File: src/rtl/jch_pkg.sv
`timescale 1ns / 1ps

package jch_pkg;

  // Multiplier of the 64-bit linear congruential key walk.
  localparam logic [63:0] JchMult = 64'd2862933555777941757;

  // The jump quotient is only needed when it fits in a bucket index.
  localparam int unsigned BucketW = 16;
  localparam int unsigned DivSteps = BucketW;
  localparam int unsigned DivCntW = $clog2(DivSteps);

  typedef struct packed {
    logic load;       // take a new key
    logic mul0;       // low x low partial product
    logic mul1;       // low x high partial product
    logic mul2;       // high x low partial product
    logic mul3;       // assemble the new key state
    logic chk;        // form divisor, test for a large jump
    logic div_step;   // one quotient bit
    logic take_jump;  // candidate bucket becomes the jump
    logic emit;       // move the result into the output register
  } jch_cmd_t;

  typedef struct packed {
    logic n_zero;     // no buckets configured
    logic big;        // jump is at least 2^16, so the walk ends
    logic jump_lt_n;  // jump still inside the bucket range
    logic out_free;   // output register can take a word
  } jch_status_t;

endpackage

File: src/rtl/jch_datapath.sv
`timescale 1ns / 1ps

module jch_datapath (
  input  logic                clk_i,
  input  logic                rst_ni,
  input  jch_pkg::jch_cmd_t   cmd_i,
  output jch_pkg::jch_status_t status_o,
  input  logic                cfg_valid_i,
  input  logic [15:0]         cfg_num_buckets_i,
  input  logic [63:0]         key_i,
  output logic                out_valid_o,
  input  logic                out_ready_i,
  output logic [15:0]         bucket_o,
  output logic                valid_res_o
);

  logic [15:0] n_q;
  logic [63:0] k_q, k_d;
  logic [63:0] prod_q;
  logic [63:0] acc_q;
  logic [15:0] b_q;
  logic        res_valid_q;
  logic [31:0] d_q, d_d;
  logic [30:0] r_q;
  logic [15:0] q_q;
  logic        out_valid_q;
  logic [15:0] bucket_q;
  logic        valid_res_q;

  logic [31:0] mul_a, mul_b;
  logic [63:0] mul_p;
  logic [16:0] bp1;
  logic [31:0] num_hi;
  logic [31:0] r_sh;
  logic        r_ge;

  // One shared 32x32 multiplier; the key update needs three products mod 2^64.
  assign mul_a = (cmd_i.mul0 || cmd_i.mul1) ? k_q[31:0] : k_q[63:32];
  assign mul_b = cmd_i.mul1 ? jch_pkg::JchMult[63:32] : jch_pkg::JchMult[31:0];
  assign mul_p = mul_a * mul_b;

  assign k_d = {acc_q[63:32] + prod_q[31:0], acc_q[31:0]};

  // The numerator is (b+1)*2^31, whose low 31 bits are zero. The quotient
  // reaches 2^16 exactly when (b+1)*2^15 is at least the divisor.
  assign bp1    = {1'b0, b_q} + 17'd1;
  assign num_hi = {bp1[16:0], 15'd0};
  assign d_d    = {1'b0, k_q[63:33]} + 32'd1;

  assign r_sh = {r_q, 1'b0};
  assign r_ge = (r_sh >= d_q);

  always_ff @(posedge clk_i or negedge rst_ni) begin
    if (!rst_ni) begin
      n_q         <= 16'd1;
      out_valid_q <= 1'b0;
    end else begin
      if (cfg_valid_i) begin
        n_q <= cfg_num_buckets_i;
      end
      if (cmd_i.emit) begin
        out_valid_q <= 1'b1;
      end else if (out_ready_i) begin
        out_valid_q <= 1'b0;
      end
    end
  end

  always_ff @(posedge clk_i) begin
    if (cmd_i.load) begin
      k_q         <= key_i;
      b_q         <= '0;
      res_valid_q <= (n_q != '0);
    end
    if (cmd_i.mul0 || cmd_i.mul1 || cmd_i.mul2) begin
      prod_q <= mul_p;
    end
    if (cmd_i.mul1) begin
      // The low product is at most 2^64 - 2^33 + 1, so the +1 cannot wrap.
      acc_q <= prod_q + 64'd1;
    end
    if (cmd_i.mul2) begin
      acc_q <= k_d;
    end
    if (cmd_i.mul3) begin
      k_q <= k_d;
    end
    if (cmd_i.chk) begin
      d_q <= d_d;
      r_q <= num_hi[30:0];
      q_q <= '0;
    end
    if (cmd_i.div_step) begin
      if (r_ge) begin
        r_q <= 31'(r_sh - d_q);
      end else begin
        r_q <= r_sh[30:0];
      end
      q_q <= {q_q[14:0], r_ge};
    end
    if (cmd_i.take_jump) begin
      b_q <= q_q;
    end
    if (cmd_i.emit) begin
      bucket_q    <= b_q;
      valid_res_q <= res_valid_q;
    end
  end

  assign status_o.n_zero    = (n_q == '0);
  assign status_o.big       = (num_hi >= d_d);
  assign status_o.jump_lt_n = (q_q < n_q);
  assign status_o.out_free  = !out_valid_q || out_ready_i;

  assign out_valid_o = out_valid_q;
  assign bucket_o    = bucket_q;
  assign valid_res_o = valid_res_q;

endmodule

File: src/rtl/jch_ctrl.sv
`timescale 1ns / 1ps

module jch_ctrl (
  input  logic                 clk_i,
  input  logic                 rst_ni,
  input  logic                 in_valid_i,
  output logic                 in_ready_o,
  input  jch_pkg::jch_status_t status_i,
  output jch_pkg::jch_cmd_t    cmd_o
);

  localparam logic [3:0] SIdle = 4'd0;
  localparam logic [3:0] SMul0 = 4'd1;
  localparam logic [3:0] SMul1 = 4'd2;
  localparam logic [3:0] SMul2 = 4'd3;
  localparam logic [3:0] SMul3 = 4'd4;
  localparam logic [3:0] SChk  = 4'd5;
  localparam logic [3:0] SDiv  = 4'd6;
  localparam logic [3:0] SNext = 4'd7;
  localparam logic [3:0] SDone = 4'd8;

  localparam logic [jch_pkg::DivCntW-1:0] DivLast = jch_pkg::DivCntW'(jch_pkg::DivSteps - 1);

  logic [3:0]                   state_q, state_d;
  logic [jch_pkg::DivCntW-1:0]  cnt_q, cnt_d;

  always_comb begin
    state_d    = state_q;
    cnt_d      = cnt_q;
    cmd_o      = '0;
    in_ready_o = 1'b0;
    unique case (state_q)
      SIdle: begin
        in_ready_o = 1'b1;
        if (in_valid_i) begin
          cmd_o.load = 1'b1;
          state_d    = status_i.n_zero ? SDone : SMul0;
        end
      end
      SMul0: begin
        cmd_o.mul0 = 1'b1;
        state_d    = SMul1;
      end
      SMul1: begin
        cmd_o.mul1 = 1'b1;
        state_d    = SMul2;
      end
      SMul2: begin
        cmd_o.mul2 = 1'b1;
        state_d    = SMul3;
      end
      SMul3: begin
        cmd_o.mul3 = 1'b1;
        state_d    = SChk;
      end
      SChk: begin
        cmd_o.chk = 1'b1;
        cnt_d     = '0;
        state_d   = status_i.big ? SDone : SDiv;
      end
      SDiv: begin
        cmd_o.div_step = 1'b1;
        cnt_d          = cnt_q + 1'b1;
        if (cnt_q == DivLast) begin
          state_d = SNext;
        end
      end
      SNext: begin
        if (status_i.jump_lt_n) begin
          cmd_o.take_jump = 1'b1;
          state_d         = SMul0;
        end else begin
          state_d = SDone;
        end
      end
      SDone: begin
        if (status_i.out_free) begin
          cmd_o.emit = 1'b1;
          state_d    = SIdle;
        end
      end
      default: begin
        state_d = SIdle;
      end
    endcase
  end

  always_ff @(posedge clk_i or negedge rst_ni) begin
    if (!rst_ni) begin
      state_q <= SIdle;
      cnt_q   <= '0;
    end else begin
      state_q <= state_d;
      cnt_q   <= cnt_d;
    end
  end

endmodule

File: src/rtl/jump_consistent_hash_core.sv
`timescale 1ns / 1ps
// Channel   Handshake                  Payload
// input     in_valid_i / in_ready_o    key_i (64)
// result    out_valid_o / out_ready_i  bucket_o (16), valid_res_o (1)
// config    cfg_valid_i / cfg_ready_o  cfg_num_buckets_i (16)
//
// Each round of the walk runs the key update on the shared 32x32 multiplier
// (three partial products, then assembly), a divisor check, the bit-serial
// 16-bit quotient and a compare. The last round stops after its check only
// when the jump reaches 2^16. A key takes about ln(n)+1 rounds; with zero
// buckets it skips the walk. One key is in flight; a finished word waits in the
// output register while the next key is taken. Reset sets num_buckets to 1.

module jump_consistent_hash_core (
  input  logic        clk_i,
  input  logic        rst_ni,
  input  logic        cfg_valid_i,
  output logic        cfg_ready_o,
  input  logic [15:0] cfg_num_buckets_i,
  input  logic        in_valid_i,
  output logic        in_ready_o,
  input  logic [63:0] key_i,
  output logic        out_valid_o,
  input  logic        out_ready_i,
  output logic [15:0] bucket_o,
  output logic        valid_res_o
);

  jch_pkg::jch_cmd_t    cmd;
  jch_pkg::jch_status_t status;

  assign cfg_ready_o = 1'b1;

  jch_ctrl u_ctrl (
    .clk_i      (clk_i),
    .rst_ni     (rst_ni),
    .in_valid_i (in_valid_i),
    .in_ready_o (in_ready_o),
    .status_i   (status),
    .cmd_o      (cmd)
  );

  jch_datapath u_datapath (
    .clk_i             (clk_i),
    .rst_ni            (rst_ni),
    .cmd_i             (cmd),
    .status_o          (status),
    .cfg_valid_i       (cfg_valid_i),
    .cfg_num_buckets_i (cfg_num_buckets_i),
    .key_i             (key_i),
    .out_valid_o       (out_valid_o),
    .out_ready_i       (out_ready_i),
    .bucket_o          (bucket_o),
    .valid_res_o       (valid_res_o)
  );

endmodule

File: config.mk
export PLATFORM = sky130hd
export DESIGN_NAME = jump_consistent_hash_core
export DESIGN_NICKNAME = d
export VERILOG_FILES = /design/src/rtl/jch_pkg.sv /design/src/rtl/jch_datapath.sv /design/src/rtl/jch_ctrl.sv /design/src/rtl/jump_consistent_hash_core.sv
export SDC_FILE = /design/constraint.sdc
export NUM_CORES = 2
export LEC_CHECK = 0
export BUFFER_PORTS_ARGS = -buffer_cell sky130_fd_sc_hd__buf_4
export CORE_MARGIN = 2
export CORE_UTILIZATION = 26
export DETAILED_ROUTE_END_ITERATION = 7
export PLACE_DENSITY = 0.46
export SLEW_MARGIN = 20
export SYNTH_ARGS = -nofsm -noshare
export SYNTH_HDL_FRONTEND = slang
export SYNTH_SLANG_ARGS = --single-unit
File: constraint.sdc
create_clock -name clk_i -period 20.7 [get_ports clk_i]
set_input_delay 2.07 -clock clk_i [delete_from_list [all_inputs] [get_ports clk_i]]
set_output_delay 2.07 -clock clk_i [all_outputs]
set_load 0.02 [all_outputs]
==> flow_summary.json <==
{
  "rr_worst_depth": 33,
  "worstSetupPathType": "reg -> reg",
  "fin_nets": 5561,
  "coreArea_um2": 164000,
  "hpwl_mm": 115,
  "grt_overflow_total": 0,
  "worst-r2r-setup-slack_ns": 9.33,
  "r2r-start": "u_ctrl.state_q[3]",
  "most-common-layout-cells": "inv_1, fa_1, ha_1",
  "hold_violations": 0,
  "start_kind": "flip-flop",
  "setup_violations": 0,
  "final_common_cell": "inv_1",
  "ios": 105,
  "grt_start_max_net_pins": 77,
  "dr.pass1.iters": 5,
  "cap_violations": 0,
  "dieHeight_um": 410,
  "async_flop_share_pct": 7.58,
  "timing.final.crit_share_pct": 54.9,
  "synth.cell_area_um2": 42900,
  "whs_ns": 0.451,
  "num_vias": 29500,
  "yosys_warnings": 0,
  "cts_buffers": 35,
  "ys_types": 85,
  "fmax_mhz": 88.0,
  "post-route-drc-count": 0,
  "hp-start": "u_datapath.res_valid_q",
  "clkSinkCount": 330,
  "cp.required_ns": 20.99,
  "routedWlPerCell_um": 20.2,
  "viasPerCell": 4.48,
  "crit_start": "u_ctrl.state_q[3]",
  "period_minus_slack_ns": 11.37,
  "htree_levels": 2,
  "yosys.area.top_type_share_pct": 28.3,
  "syn2layout_area_growth_pct": 11.0,
  "clockBufferDepth": 3,
  "holdPathEnd": "u_datapath.valid_res_o",
  "clk_latency_ns": 0.55,
  "grt_pass1_vias": 31200,
  "cts_tree": "yes",
  "utilization_pct": 29.0,
  "cts_hold_buf": 0,
  "drive_above_1_share_pct": 6.51,
  "clkTransAtPathRegs_ns": 0.06,
  "post_cts_resized": 0,
  "grtUsageTotal_pct": 15.8,
  "end_kind": "flip-flop",
  "outcome": "complete, no violations",
  "gp_congestion": 0.909,
  "rsz0062_at_grt": "false",
  "num-fill-cells": 17500,
  "ys_ff_latch": 330,
  "cts_root_buf": "clkbuf_16",
  "dieArea_um2": 168000,
  "io_buffers": 103,
  "synth-seq-area-share_pct": 22.8,
  "antenna_left": 0,
  "max_slew_margin_pct": 29.5,
  "synth.largest_area_cell": "fa_1",
  "initial_core_util_pct": 26.1,
  "first_iter_violations": 1691,
  "syn_inst": 4233,
  "grt_pass1_wl_mm": 198,
  "path_common_cell": "fa_1",
  "die_w_um": 410,
  "pre_cts_slack_ns": 9.23,
  "min_path_cells": 0,
  "synth_area_leaders": "fa_1, edfxtp_1, ha_1",
  "worst_path_largest_cell_delay_ns": 0.73,
  "rr_endpoint": "u_datapath.prod_q[62]",
  "path_max_fanout": 44,
  "syn_area_per_cell_um2": 10.1,
  "num_rows": 149,
  "post_cts_buffers": 0,
  "skew_ns": 0.0160,
  "setup_tns_ns": 0,
  "slowest_stage": "nand2_1",
  "synth_ff_type": "edfxtp_1",
  "drt-total-wl_mm": 133,
  "hold_class": "reg -> reg",
  "setup_ws_ns": 9.33,
  "worst-slew-pin-transition_ns": 1.04,
  "crit_arrival_ns": 11.65,
  "synth_edf_count": 305,
  "slew_viol_final": 0,
  "antenna_found_initial": 3
}
-- layout make-up --
cell class,instances,area (um^2),share of cell area (%)
Clock inverter,16,140,0.294
Antenna cell,1,2.50,0.00525
Multi-Input combinational cell,2856,29200,61.3
Inverter,1009,3790,7.95
Tap cell,2189,2740,5.74
Sequential cell,330,9790,20.5
Timing Repair Buffer,135,1010,2.13
Clock buffer,44,972,2.04
-- worst max-delay path: cells and delay by family (launching register included) --
kind	cells	cell delay, ns
buffers and inverters	10	2.23
DFF	1	0.44
AOI/OAI and AO/OA	5	1.12
adders and majority gates	9	4.54
and+or+nand+nor	8	2.59
xor gates and xnor gates	1	0.09
-- how the worst max path moves through the flow --
stage / slack [ns] / end
floorplan: 11.15 / u_datapath.prod_q[63]
global placement: 9.06 / u_datapath.prod_q[62]
detailed placement: 9.23 / u_datapath.prod_q[62]
CTS: 9.21 / u_datapath.prod_q[62]
global route: 8.60 / u_datapath.prod_q[49]
finish: 9.33 / u_datapath.prod_q[62]
-- cell usage after synthesis (4+ instances only) --
| cell type | number |
|---|---|
| o211ai_1 | 12 |
| xor2_1 | 84 |
| buf_1 | 6 |
| nor2_1 | 239 |
| a211o_1 | 5 |
| a21oi_1 | 171 |
| nand3_1 | 62 |
| or2_2 | 16 |
| nor2b_1 | 25 |
| xnor2_1 | 157 |
| edfxtp_1 | 305 |
| and4_1 | 11 |
| nor4_1 | 8 |
| and2_1 | 31 |
| ha_1 | 501 |
| a31oi_1 | 23 |
| a211oi_1 | 32 |
| mux2i_1 | 41 |
| inv_1 | 1008 |
| a21boi_0 | 5 |
| a21oi_2 | 4 |
| a21o_1 | 109 |
| nand3b_1 | 4 |
| or3_1 | 5 |
| clkbuf_1 | 79 |
| o31ai_1 | 6 |
| o21ai_1 | 11 |
| a41oi_1 | 4 |
| dfrtp_1 | 24 |
| nand2b_1 | 15 |
| o21a_1 | 16 |
| nand2_1 | 203 |
| buf_2 | 7 |
| o21ai_0 | 114 |
| mux2_2 | 52 |
| o21bai_1 | 21 |
| nor3_1 | 23 |
| and3_1 | 65 |
| o22ai_1 | 4 |
| fa_1 | 608 |
| nand4_1 | 51 |
-- metal layers --
metal	routed length, um	vias up	global-route usage [%]
met4	3060	4	3.66
met1	58800	14800	21.0
met2	64500	665	27.0
met5	34	-	0
met3	6780	121	2.28
li1	-	13900	-
-- cells by family (layout without fill, tap and decap cells) --
family	Yosys count	after routing	share of synthesized area, %
fa+ha+maj	1109	1109	42.9
buf+inv	1106	1204	9.76
simple gates	768	768	8.48
compound gates	583	583	8.76
flops	330	330	22.8
xor+xnor	241	241	4.91
mux	94	94	2.35
other cells	2	62	0.0175
-- sequential cells by signal (all words and copies together) (netlist names) --
register,cells
u_datapath.prod_q,64
u_datapath.valid_res_o,1
u_datapath.k_q,64
u_datapath.b_q,16
u_datapath.bucket_o,16
u_datapath.q_q,16
u_datapath.d_q,32
u_ctrl.state_q,4
u_datapath.out_valid_o,1
u_datapath.acc_q,64
u_datapath.r_q,31
u_datapath.n_q,16
u_ctrl.cnt_q,4
u_datapath.res_valid_q,1
-- per-stage QoR --
step	instance area (um^2)	cells
floorplan	43200	4292
global route	47700	6579
CTS	47700	6579
detailed placement	46600	6519
global placement	46600	6519
finish	47700	6580
Power is left out: the tool's default activity adds up to more than one toggle a clock period on the data nets, which glitch-free logic cannot reach.
